### src/hw/rtl/hci_packet_deframer_defines.svh
// Assertion macros for the HCI packet deframer.
// Used by hci_packet_deframer.sv; expects clk_i and rst_ni in scope.
`ifndef HCI_PACKET_DEFRAMER_DEFINES_SVH
`define HCI_PACKET_DEFRAMER_DEFINES_SVH

// Plain property, sampled on clk_i, off while reset is asserted.
`define HPD_ASSERT(lbl, prop) \
  lbl: assert property (@(posedge clk_i) disable iff (!rst_ni) (prop)) \
    else $error("hpd: assertion failed");

// Same-cycle implication.
`define HPD_ASSERT_IMPL(lbl, ante, cons) \
  lbl: assert property (@(posedge clk_i) disable iff (!rst_ni) (ante) |-> (cons)) \
    else $error("hpd: assertion failed");

// Next-cycle implication.
`define HPD_ASSERT_NEXT(lbl, ante, cons) \
  lbl: assert property (@(posedge clk_i) disable iff (!rst_ni) (ante) |=> (cons)) \
    else $error("hpd: assertion failed");

`endif

### src/hw/rtl/hpd_pkg.sv
// Types and constants for the HCI packet deframer.
// No dependencies; imported by hci_packet_deframer.
package hpd_pkg;

  typedef enum logic [1:0] {
    PhType    = 2'd0,
    PhHeader  = 2'd1,
    PhPayload = 2'd2
  } phase_e;

  typedef enum logic [1:0] {
    StPacket  = 2'd0,
    StUnknown = 2'd1,
    StTooLong = 2'd2
  } status_e;

  // Configuration register indexes
  localparam logic CfgMaxPayload  = 1'b0;
  localparam logic CfgBredrEnable = 1'b1;

  localparam logic [15:0] MaxPayloadRst = 16'd1024;

  // Stream codes
  localparam logic [7:0] TypeEvent    = 8'h04;
  localparam logic [7:0] TypeAcl      = 8'h02;
  localparam logic [7:0] EvtLeMeta    = 8'h3E;
  localparam logic [7:0] EvtInqRssi   = 8'h22;
  localparam logic [7:0] EvtInqExt    = 8'h2F;
  localparam logic [7:0] SubAdvReport = 8'h02;

  // Header lengths in bytes
  localparam logic [2:0] EvtHdrLen  = 3'd2;
  localparam logic [2:0] MetaHdrLen = 3'd3;
  localparam logic [2:0] AclHdrLen  = 3'd4;

  localparam int unsigned HdrDepth = 4;

endpackage

### src/hw/rtl/hci_packet_deframer.sv
// HCI packet deframer: splits an H4 style byte stream into event and ACL packets.
// Depends on hpd_pkg and hci_packet_deframer_defines.svh.
//
// One byte is taken per cycle while the result buffer is empty or its final entry is
// leaving; otherwise the input is held off. The byte that completes a header loads
// 2 to 4 result transfers (1 if the payload is too long) into a four-entry result
// buffer; the input is held off until the final entry of that buffer leaves. Results
// come on m_axis with packet_byte in tdata, last_byte in tlast and kind, drop mark
// and status in tuser.
`include "hci_packet_deframer_defines.svh"

module hci_packet_deframer
  import hpd_pkg::*;
(
  input  logic        clk_i,
  input  logic        rst_ni,
  // configuration writes
  input  logic        cfg_valid_i,
  output logic        cfg_ready_o,
  input  logic        cfg_index_i,
  input  logic [15:0] cfg_data_i,
  // input stream
  input  logic        s_axis_tvalid,
  output logic        s_axis_tready,
  input  logic [7:0]  s_axis_tdata,   // [7:0] stream_byte
  input  logic        s_axis_tlast,   // chunk_end, no effect on parsing
  // result stream
  output logic        m_axis_tvalid,
  input  logic        m_axis_tready,
  output logic [7:0]  m_axis_tdata,   // [7:0] packet_byte
  output logic        m_axis_tlast,   // last_byte
  output logic [3:0]  m_axis_tuser    // [0] packet_kind, [1] can_drop, [3:2] status
);

  // configuration
  logic [15:0] max_payload_q;
  logic        bredr_en_q;

  // parser state
  phase_e      phase_q, phase_d;
  logic        kind_q, kind_d;
  logic [15:0] bl_q, bl_d;
  logic [2:0]  hlen_q, hlen_d;
  logic [15:0] skip_q, skip_d;
  logic        drop_q, drop_d;
  logic [7:0]  hdr_q [HdrDepth];
  logic [7:0]  hdr_w [HdrDepth];

  // result buffer
  logic [7:0]  ob_q [HdrDepth];
  logic        ob_kind_q, ob_drop_q, ob_last_q;
  status_e     ob_st_q;
  logic [2:0]  rem_q;
  logic [1:0]  rd_q;

  // buffer load from the parser
  logic        ld;
  logic [2:0]  ld_n;
  logic [7:0]  ld_bytes [HdrDepth];
  logic        ld_kind, ld_drop, ld_last;
  status_e     ld_st;

  logic        s_acc, m_acc;
  logic [7:0]  b;
  logic [1:0]  idx;
  logic [15:0] bl_dec;
  logic [2:0]  hlen_n;
  logic        drop_n;
  logic [15:0] plen;
  logic [7:0]  extra;

  assign b     = s_axis_tdata;
  assign m_acc = m_axis_tvalid && m_axis_tready;
  // take a byte once the buffer is empty or its final entry leaves this cycle
  assign s_axis_tready = (rem_q == 3'd0) || ((rem_q == 3'd1) && m_axis_tready);
  assign s_acc = s_axis_tvalid && s_axis_tready;
  assign cfg_ready_o = 1'b1;

  always_ff @(posedge clk_i or negedge rst_ni) begin
    if (!rst_ni) begin
      max_payload_q <= MaxPayloadRst;
      bredr_en_q    <= 1'b0;
    end else if (cfg_valid_i) begin
      case (cfg_index_i)
        CfgMaxPayload:  max_payload_q <= cfg_data_i;
        CfgBredrEnable: bredr_en_q    <= cfg_data_i[0];
        default: ;
      endcase
    end
  end

  assign idx = 2'(hlen_q - bl_q[2:0]);

  always_comb begin
    phase_d  = phase_q;
    kind_d   = kind_q;
    bl_d     = bl_q;
    hlen_d   = hlen_q;
    skip_d   = skip_q;
    drop_d   = drop_q;
    ld       = 1'b0;
    ld_n     = 3'd1;
    ld_kind  = 1'b0;
    ld_drop  = 1'b0;
    ld_last  = 1'b0;
    ld_st    = StPacket;
    bl_dec   = bl_q - 16'd1;
    hlen_n   = hlen_q;
    drop_n   = drop_q;
    plen     = 16'd0;
    extra    = 8'd0;
    for (int i = 0; i < HdrDepth; i++) begin
      hdr_w[i]    = hdr_q[i];
      ld_bytes[i] = 8'd0;
    end
    if (phase_q == PhHeader) begin
      hdr_w[idx] = b;
    end

    if (s_acc) begin
      if (skip_q != 16'd0) begin
        skip_d = skip_q - 16'd1;
      end else begin
        case (phase_q)
          PhType: begin
            drop_d = 1'b0;
            if (b == TypeEvent || b == TypeAcl) begin
              kind_d  = (b == TypeAcl);
              hlen_d  = (b == TypeAcl) ? AclHdrLen : EvtHdrLen;
              bl_d    = {13'd0, hlen_d};
              phase_d = PhHeader;
            end else begin
              ld          = 1'b1;
              ld_n        = 3'd1;
              ld_bytes[0] = b;
              ld_st       = StUnknown;
            end
          end
          PhHeader: begin
            if (!kind_q && idx == 2'd0) begin
              if (b == EvtLeMeta) begin
                hlen_n = MetaHdrLen;
                bl_dec = bl_q;      // one more header byte due
              end else if (bredr_en_q && (b == EvtInqRssi || b == EvtInqExt)) begin
                drop_n = 1'b1;
              end
            end
            hlen_d = hlen_n;
            if (bl_dec != 16'd0) begin
              bl_d   = bl_dec;
              drop_d = drop_n;
            end else begin
              if (!kind_q) begin
                if (hdr_w[0] == EvtLeMeta && hdr_w[2] == SubAdvReport) drop_n = 1'b1;
                extra = (hlen_n == MetaHdrLen) ? 8'd1 : 8'd0;
                plen  = (hdr_w[1] >= extra) ? {8'd0, hdr_w[1] - extra} : 16'd0;
              end else begin
                plen = {hdr_w[3], hdr_w[2]};
              end
              ld      = 1'b1;
              ld_kind = kind_q;
              ld_drop = kind_q ? 1'b0 : drop_n;
              if (plen > max_payload_q) begin
                ld_n        = 3'd1;
                ld_st       = StTooLong;
                skip_d      = plen;
                phase_d     = PhType;
                bl_d        = 16'd0;
                drop_d      = 1'b0;
              end else begin
                ld_n    = hlen_n;
                ld_last = (plen == 16'd0);
                for (int i = 0; i < HdrDepth; i++) ld_bytes[i] = hdr_w[i];
                drop_d  = drop_n;
                bl_d    = plen;
                phase_d = (plen == 16'd0) ? PhType : PhPayload;
              end
            end
          end
          PhPayload: begin
            bl_d        = (bl_q != 16'd0) ? bl_dec : bl_q;
            ld          = 1'b1;
            ld_n        = 3'd1;
            ld_bytes[0] = b;
            ld_kind     = kind_q;
            ld_drop     = kind_q ? 1'b0 : drop_q;
            ld_last     = (bl_d == 16'd0);
            if (bl_d == 16'd0) phase_d = PhType;
          end
          default: phase_d = PhType;
        endcase
      end
    end
  end

  always_ff @(posedge clk_i or negedge rst_ni) begin
    if (!rst_ni) begin
      phase_q <= PhType;
      kind_q  <= 1'b0;
      bl_q    <= 16'd0;
      hlen_q  <= 3'd0;
      skip_q  <= 16'd0;
      drop_q  <= 1'b0;
    end else begin
      phase_q <= phase_d;
      kind_q  <= kind_d;
      bl_q    <= bl_d;
      hlen_q  <= hlen_d;
      skip_q  <= skip_d;
      drop_q  <= drop_d;
    end
  end

  // header store and result payload: no reset
  always_ff @(posedge clk_i) begin
    if (s_acc && skip_q == 16'd0 && phase_q == PhHeader) begin
      hdr_q[idx] <= b;
    end
    if (ld) begin
      for (int i = 0; i < HdrDepth; i++) ob_q[i] <= ld_bytes[i];
      ob_kind_q <= ld_kind;
      ob_drop_q <= ld_drop;
      ob_last_q <= ld_last;
      ob_st_q   <= ld_st;
    end
  end

  always_ff @(posedge clk_i or negedge rst_ni) begin
    if (!rst_ni) begin
      rem_q <= 3'd0;
      rd_q  <= 2'd0;
    end else if (ld) begin
      rem_q <= ld_n;
      rd_q  <= 2'd0;
    end else if (m_acc) begin
      rem_q <= rem_q - 3'd1;
      rd_q  <= rd_q + 2'd1;
    end
  end

  assign m_axis_tvalid = (rem_q != 3'd0);
  assign m_axis_tdata  = ob_q[rd_q];
  assign m_axis_tlast  = ob_last_q && (rem_q == 3'd1);
  assign m_axis_tuser  = {ob_st_q, ob_drop_q, ob_kind_q};

  // payload phase always has bytes outstanding
  `HPD_ASSERT_IMPL(a_payload_count, phase_q == PhPayload, bl_q != 16'd0)
  // a skipped byte never produces a transfer
  `HPD_ASSERT_NEXT(a_skip_silent, s_acc && skip_q != 16'd0, !m_axis_tvalid)
  // a dropped type byte carries no packet marks
  `HPD_ASSERT_IMPL(a_unknown_marks, m_axis_tvalid && ob_st_q == StUnknown,
                   !m_axis_tlast && !m_axis_tuser[0] && !m_axis_tuser[1])
  // buffer never holds more than a full header
  `HPD_ASSERT(a_rem_range, rem_q <= 3'd4)

endmodule
### config.mk
export PLATFORM = sky130hd
export DESIGN_NAME = hci_packet_deframer
export DESIGN_NICKNAME = d
export VERILOG_FILES = /design/src/hw/rtl/hpd_pkg.sv /design/src/hw/rtl/hci_packet_deframer.sv
export VERILOG_INCLUDE_DIRS = /design/src /design/src/hw/rtl
export SDC_FILE = /design/constraint.sdc
export NUM_CORES = 1
export LEC_CHECK = 0
export CAP_MARGIN = 30
export CORE_ASPECT_RATIO = 1.5
export CORE_UTILIZATION = 48
export DETAILED_ROUTE_END_ITERATION = 12
export DONT_BUFFER_PORTS = 1
export GPL_ROUTABILITY_DRIVEN = 0
export PLACE_DENSITY = 0.73
export SYNTH_ARGS = -nofsm -noshare
export SYNTH_HDL_FRONTEND = slang
export SYNTH_SLANG_ARGS = --single-unit
### constraint.sdc
create_clock -name clk_i -period 7.5 [get_ports clk_i]
set_input_delay 0.75 -clock clk_i [delete_from_list [all_inputs] [get_ports clk_i]]
set_output_delay 0.75 -clock clk_i [all_outputs]
set_load 0.1 [all_outputs]
; ---- After elaboration in Yosys (flattened, before gate mapping)
; Memory sizes are Yosys's and may differ from the RTL's.
; Index checks and enable logic that the tools add are counted.
[word_totals]
ff_bits = 66
ram_bits = 64
in_bits = 31
output_inout_bits = 16
word_cells = 168
mem_count = 2
[memory_table]
columns = memory, depth, width, read_ports, rd_clocked_by_memory_dff, write_ports, line_no
row1 = hdr_q, 4, 8, 4, 0, 1, hci_packet_deframer.sv:46  ; logic [7:0] hdr_q [HdrDepth];
row2 = ob_q, 4, 8, 1, 0, 4, hci_packet_deframer.sv:50  ; logic [7:0] ob_q [HdrDepth];
[classes]
add_sub_neg = 6
n_lt_le_gt_ge = 4
eq_ne = 15
mux = 85
bitwise_logic = 4
n_reduce_logical = 38
[op_table]
columns = op, n
row1 = $mux 16, 18
row2 = $mux 32, 5
row3 = $logic_not 16->1, 3
row4 = $pmux 16 s3, 1
row5 = $reduce_bool 16->1, 3
row6 = $mux 3, 14
row7 = $bwmux 32, 1
row8 = $eq 8x6->1 const B, 4
row9 = $sub 16x1->16 const B, 2
row10 = $mux 24, 1
row11 = $mux 8, 3
row12 = $pmux 8 s3, 1
row13 = $mux 1, 23
row14 = $mux 2, 9
row15 = $demux 8 s2, 1
row16 = $eq 8x2->1 const B, 2
row17 = $gt 16x16->1, 1
row18 = $reduce_and 4->1, 4
row19 = $logic_and 1x1->1, 10
row20 = $eq 8x3->1 const B, 1
row21 = $ge 8x1->1, 1
row22 = $ne 2x2->1 const B, 4
row23 = $pmux 1 s2, 4
row24 = $reduce_bool 2->1, 4
row25 = other kinds (25), 32

; ---- Depth between registers and ports, before layout
; Gate-level depths: netlist of the first run.
[logic_depth]
depth_word = 23
mapped_depth = 26
mapped_depth_nobuf = 23

; ---- Least setup slack after synthesis of the first run
; OpenSTA, ideal clock, no wires.
[synth_path]
path_kind = input-to-reg
startpoint = input port s_axis_tdata[0]
endpoint = memory ob_q[0][0] (data pin)
setup_ns = 0.132
arrival_ns = 5.680
required_time_ns = 7.368
slack_ns = 1.688
stages = 23
n_path_buf = 2
path_cell_list = clkbuf_1 > or4b_4 > or4_4 > clkbuf_1 > o21ai_0 > ha_1 > ha_1 > nor3b_1 > o2111ai_1 > a32oi_1 > nor2_1 > o21ai_0 > o21ai_0 > ha_1 > and2_1 > o21ai_0 > a21boi_0 > o31a_1 > nand2b_1 > nor3_4 > nand2_2 > a211oi_4 > a22o_1
[synth_rtl]
columns = element, line_no
row1 = start: declaration, hci_packet_deframer.sv:25  ; input logic [7:0] s_axis_tdata,
row2 = end: declaration, hci_packet_deframer.sv:50

==> results_dict.tcl, run 1 <==
set metrics [dict create \
    grt_pass1_wl_um 35700 \
    dp_slack_ns 0.812 \
    cp.required_ns 7.71 \
    hpwlAfterDp_um 15900 \
    yosysWarnings 0 \
    die_w_um 109 \
    layout_common_cells "o21ai_0, nand2_1, nor2_1, edfxtp_1, a21oi_1" \
    routed_wl_um 22300 \
    max_cap_violations 0 \
    finalMaxSlewViolations 0 \
    synthArstFlopShare 0.469 \
    slowest_delay_ns 0.66 \
    crit_chain "ha_1 > nand3b_1 > or4_4 > o21ai_0 > ha_1 > ha_1 > nor3b_1 > o2111ai_1 > a32oi_1 > nor2_1 > o2bb2ai_1 > ha_1 > a21oi_1 > o21ai_0 > nor4b_1 > o31a_1 > nand2b_1 > nor3_4 > nand2_1 > a21oi_1" \
    drive_gt1_frac 0.107 \
    clockBufferDepth 2 \
    area_growth_pct 8.88 \
    fin_area_um2 8910 \
    hold_buffers 0 \
    fillers 1489 \
    wl_per_cell_um 20.8 \
    end_kind "flop" \
    syn_area_um2 8190 \
    setup_tns_ns 0 \
    crit_path_start_kind "flop" \
    grt_pass1_vias 6559 \
    holdWs_ns 0.0220 \
    worst_pin_slew_ns 1.00 \
    vias_per_cell 6.48 \
    numClockSinks 130 \
    path_delay_family "simple AND/OR/NAND/NOR gates" \
    power_density_nw_per_um2 321 \
    rsz0062_at_grt "no" \
    setup_ws_ns 0.818 \
    reg2reg_to "ob_q[3][5]" \
    layout_commonest_cell "o21ai_0" \
    synth-seq-cells 130 \
    antenna_found_initial 0 \
    post-route-drc-count 0 \
    fmax_mhz 150 \
    rr_worst_depth 20 \
    drtIter0Drc 585 \
    netlist-cell-type-count 75 \
    clkTransAtPathRegs_ns 0.06 \
    status "finished, final reports clean" \
    slew-limit-headroom 0.328 \
    post-route-period-util 0.891 \
    p_leak_nw 3.46 \
    io_buffer_count 0 \
    hold_violations 0 \
    grt_max_degree 62 \
    power_w 0.00286 \
    core_area_um2 16700 \
    die_height_um 162 \
    dieArea_um2 17600 \
    synth_nets 929 \
    synth_cells 869 \
    io_pins 47 \
    cts_resized 0 \
    clockRootBuffer "clkbuf_16" \
    layout_min_cycle_time_ns 6.68 \
    clock_latency_ns 0.43 \
    cpMostUsedCell "ha_1" \
    worstSetupPathType "reg2reg" \
    reg2reg_slack_ns 0.82 \
    fp-row-count 58 \
    synth_area_per_cell_um2 9.42 \
    nets 907 \
    irDropWorstVdd_mv 0.257 \
    synth_edf_count 69 \
    path_max_fanout 20 \
    ant_nets 0 \
    drt_first_pass_iters 6 \
    place_area_um2 8330 \
    setup_viol_count_final 0 \
    synth_ff_type "edfxtp_1" \
    cp_slowest_cell "or4_4" \
    initial_core_util 0.490 \
    cts_setup_buffers 0 \
    path_buf_inv 0 \
    rr_startpoint "bl_q[0]" \
    cts_tree "yes" \
    hold_path_class "in2async" \
    cts_buffers 17 \
    n_antenna_cell 0 \
    crit_arrival_ns 6.89 \
    grt-ovfl-total 0 \
    fin_worst_skew_ns 0.0113 \
    gr-usage-all-layers 0.267 \
    vias 6938 \
    htree_levels 4 \
    ys_seq_area_frac 0.440 \
]
-- Yosys cell counts, drive strengths merged, types with 4 or more instances --
cell / count / area (µm²)
nand2b: 5 / 31.3
clkbuf: 36 / 135
o211ai: 4 / 30.0
nand4: 10 / 62.6
nor2b: 6 / 37.5
a211oi: 6 / 70.1
xnor2: 4 / 35.0
edfxtp: 69 / 2070
xor2: 12 / 105
mux2i: 18 / 180
nor3: 33 / 181
nor4: 19 / 161
o22ai: 9 / 56.3
nand3b: 5 / 37.5
a22oi: 4 / 30.0
nor4b: 6 / 67.6
nor3b: 4 / 30.0
a31o: 9 / 78.8
and3: 10 / 62.6
buf: 19 / 111
a22o: 11 / 96.3
or3: 11 / 68.8
a31oi: 7 / 43.8
and2: 5 / 31.3
dfrtp: 60 / 1500
a21oi: 66 / 330
mux4: 8 / 180
or4: 10 / 82.6
inv: 33 / 124
nor2: 77 / 289
a21boi: 4 / 30.0
o21ai: 86 / 430
nand3: 35 / 175
mux2: 9 / 101
ha: 29 / 363
nand2: 82 / 310
-- area by class of cell --
| class | instances | area (µm²) | area share |
|---|---|---|---|
| flip-flops and latches | 130 | 3600 | 0.404 |
| inverters | 33 | 124 | 0.0139 |
| clock inverters | 14 | 154 | 0.0173 |
| repair buffers | 14 | 123 | 0.0138 |
| well taps | 210 | 263 | 0.0295 |
| clock buffers | 18 | 429 | 0.0481 |
| multi-input cells | 651 | 4220 | 0.474 |
-- how the worst max path moves through the flow --
stage | from | cells after the start | end
2_1_floorplan | s_axis_tdata[0] | 23 | ob_q[0][0]
3_3_place_gp | s_axis_tdata[7] | 19 | ob_q[3][4]
3_5_place_dp | s_axis_tdata[7] | 19 | ob_q[3][5]
4_1_cts | bl_q[1] | 19 | ob_q[3][5]
5_1_grt | bl_q[1] | 19 | ob_q[3][5]
6_report | bl_q[0] | 20 | ob_q[3][5]
-- layer usage --
metal  vias up  part of all wire  track usage
met1      3293              0.38        0.335
met4         0             0.053        0.156
li1       3190                 -            -
met5         -                 0            0
met3        85             0.073       0.0365
met2       370              0.50        0.436
-- power breakdown --
part           switching, W  internal [W]  leakage [nW]  total, W
sequential         0.000117      0.000828          1.41  0.000946
combinational      0.000735      0.000353          1.77   0.00109
clock              0.000334      0.000494         0.280  0.000828
-- through the flow --
stage / utilization / cells
finish: 0.534 / 1070
global route: 0.534 / 1070
CTS: 0.534 / 1070
detailed placement: 0.499 / 1038
global placement: 0.497 / 1036
floorplan: - / 869
-- registers in the layout, indices dropped and copies added, names as in the netlist --
name and flops:
ob_last_q 1, drop_q 1, ob_drop_q 1, rem_q 3
ob_q 32, hdr_q 32, bl_q 16, ob_kind_q 1
ob_st_q 2, skip_q 16, rd_q 2, hlen_q 3
bredr_en_q 1, max_payload_q 16, kind_q 1, phase_q 2
-- logic make-up after synthesis --
logic type	Yosys count	synth area share
compound gates	240	0.182
xor+xnor	18	0.0228
fa+ha+maj	29	0.0443
buf+inv	88	0.0452
flops	130	0.440
mux	35	0.0564
other cells	1	0.000458
simple gates	328	0.209
(Power assumes the default switching activity.)
==> inputs of run 2 (changes only) <==
--- a/config.mk
+++ b/config.mk
@@ -12,7 +12,7 @@
 export DETAILED_ROUTE_END_ITERATION = 12
 export DONT_BUFFER_PORTS = 1
 export GPL_ROUTABILITY_DRIVEN = 0
-export PLACE_DENSITY = 0.73
+export PLACE_DENSITY = 0.75
 export SYNTH_ARGS = -nofsm -noshare
 export SYNTH_HDL_FRONTEND = slang
 export SYNTH_SLANG_ARGS = --single-unit
==> constraint.sdc (replaced) <==
create_clock -name clk_i -period 5.4 [get_ports clk_i]
set_input_delay 0.54 -clock clk_i [delete_from_list [all_inputs] [get_ports clk_i]]
set_output_delay 0.54 -clock clk_i [all_outputs]
set_load 0.05 [all_outputs]
==> run 2 against run 1 <==
Worst setup slack worse by 0.75 ns. Register-to-register slack worse by 0.75 ns. Sequential power up 37%. Cell count up 3.6%. Non-clock buffer count up 39. Clock power up 49%. Clock-buffer cell count down 1. Global-route usage up 0.39 points. Sequential share of layout area down 1.9 points. Routed wire length up 3.9%. Critical path type unchanged. Largest power group unchanged. Highest routed layer unchanged.
==> results_dict.tcl, run 2 (synthesized netlist as in run 1, its figures left out) <==
set metrics [dict create \
    routed_wl_um 23100 \
    pwr-share-clk 0.311 \
    initial_core_util 0.490 \
    antenna_found_initial 0 \
    layout_commonest_cell "o21ai_0" \
    power_density_nw_per_um2 422 \
    end_kind "flop" \
    drive_gt1_frac 0.161 \
    core_area_um2 16700 \
    wl_per_cell_um 20.9 \
    irDropWorstVdd_mv 0.197 \
    numClockSinks 130 \
    p_int_w 0.00241 \
    fp-row-count 58 \
    swShare 0.390 \
    vias 7245 \
    reg2reg_slack_ns 0.07 \
    rr_startpoint "hlen_q[0]" \
    sequentialPowerShare 0.329 \
    clock_latency_ns 0.43 \
    grt_pass1_wl_um 35900 \
    io_buffer_count 0 \
    io_pins 47 \
    hold_path_end "hdr_q[1][5]" \
    fin_worst_skew_ns 0.00822 \
    reg.largest.list "hdr_q x32, ob_q x32" \
    grt_pass1_vias 6749 \
    share_comb_of_total_power 0.360 \
    n_antenna_cell 0 \
    hold_path_class "in2reg" \
    max_cap_violations 0 \
    post-route-period-util 0.987 \
    grt-ovfl-total 0 \
    reg2reg_to "ob_q[0][7]" \
    grt_max_degree 62 \
    dp_slack_ns 0.0750 \
    finalMaxSlewViolations 0 \
    setup_viol_count_final 0 \
    worst_pin_slew_ns 1.04 \
    path_max_fanout 8 \
    nets 946 \
    cts_buffers 17 \
    clockBufferDepth 2 \
    hold_violations 0 \
    crit_arrival_ns 5.63 \
    fillers 1438 \
    setup_tns_ns 0 \
    post-route-drc-count 0 \
    p_leak_nw 3.69 \
    hpwlAfterDp_um 16100 \
    layout_min_cycle_time_ns 5.33 \
    clkTransAtPathRegs_ns 0.07 \
    vias_per_cell 6.53 \
    worstSetupPathType "reg2reg" \
    drtIter0Drc 797 \
    cp_slowest_cell "or4_4" \
    area_growth_pct 14.3 \
    cts_tree "yes" \
    holdWs_ns 0.201 \
    min_from "s_axis_tdata[5]" \
    rr_worst_depth 23 \
    whs_path_depth 0 \
    cp.required_ns 5.70 \
    htree_levels 4 \
    drt_first_pass_iters 9 \
    fmax_mhz 188 \
    dieArea_um2 17600 \
    slew-limit-headroom 0.302 \
    crit_path_start_kind "flop" \
    ant_nets 0 \
    clockRootBuffer "clkbuf_16" \
    slowest_delay_ns 0.51 \
    cpMostUsedCell "ha_4" \
    crit_chain "inv_1 > ha_4 > xor3_1 > or4_4 > o21ai_2 > ha_2 > ha_4 > nor3b_4 > o2111ai_2 > a32oi_1 > nor2_2 > o2bb2ai_2 > ha_1 > a21oi_1 > o21ai_0 > nor4b_2 > o31a_1 > nand2b_4 > nor3_4 > nand2_2 > a211oi_4 > buf_6 > a22o_1" \
    layout_common_cells "o21ai_0, nand2_1, nor2_1, edfxtp_1, a21oi_1" \
    p_switching_w 0.00154 \
    status "finished, final reports clean" \
    die_height_um 162 \
    die_w_um 109 \
    setup_ws_ns 0.0721 \
    gr-usage-all-layers 0.271 \
    power_w 0.00395 \
]
## run 2: worst max-delay path: cells and delay by family (launching register included)
| family | cells | cell delay [ns] |
|---|---|---|
| compound gates | 9 | 1.67 |
| flops | 1 | 0.37 |
| fa+ha+maj | 4 | 0.92 |
| xor+xnor | 1 | 0.41 |
| simple gates | 7 | 1.54 |
| buf+inv | 2 | 0.27 |
## run 2: routing by layer
layer / vias up / track usage / routed length (µm)
li1: 3277 / - / -
met1: 3419 / 0.326 / 8600
met2: 433 / 0.438 / 11400
met3: 116 / 0.0554 / 1790
met4: 0 / 0.171 / 1380
met5: - / 0 / 0
## run 2: power by group through the flow
stage	logic [W]	clock network [W]	registers (W)
final	0.00142	0.00123	0.00130
after global routing	0.00155	0.00127	0.00132
after CTS	0.00139	0.00123	0.00130
after detailed placement	0.00136	0	0.00131
after global placement	0.00134	0	0.00131
after floorplan	0.00114	0	0.00124
## run 2: worst max path at each step
stage,start,slack (ns),to,depth (start not counted)
floorplan,s_axis_tdata[0],0.03,ob_q[0][0],22
global placement,s_axis_tdata[7],0.11,ob_q[0][7],21
detailed placement,s_axis_tdata[7],0.07,ob_q[0][7],21
CTS,hlen_q[0],0.04,ob_q[3][7],22
global route,hlen_q[0],-0.12,ob_q[0][2],23
finish,hlen_q[0],0.07,ob_q[0][7],23
## run 2: cell type report
type                    instances  area, µm²  share of cell area
clock buffers                  17        425              0.0455
clock inverters                15        191              0.0205
inverters                      33        124              0.0132
multi-input cells             651       4320               0.461
flip-flops and latches        130       3600               0.385
well taps                     210        263              0.0281
repair buffers                 53        438              0.0468
## run 2: what timing repair did
| action | CTS | global route |
|---|---|---|
| resized for setup | 0 | 17 |
| setup endpoints to repair | 0 | 64 |
| hold buffers | 2 | 0 |
| setup buffers | 0 | 3 |
| endpoints found under the hold margin | 61 | 0 |
## run 2: through the flow
step | util | cell area [µm²] | cells
after floorplan | - | 8220 | 869
after global placement | 0.515 | 8600 | 1071
after detailed placement | 0.515 | 8600 | 1071
after CTS | 0.554 | 9250 | 1105
after global routing | 0.561 | 9360 | 1109
final | 0.561 | 9360 | 1109
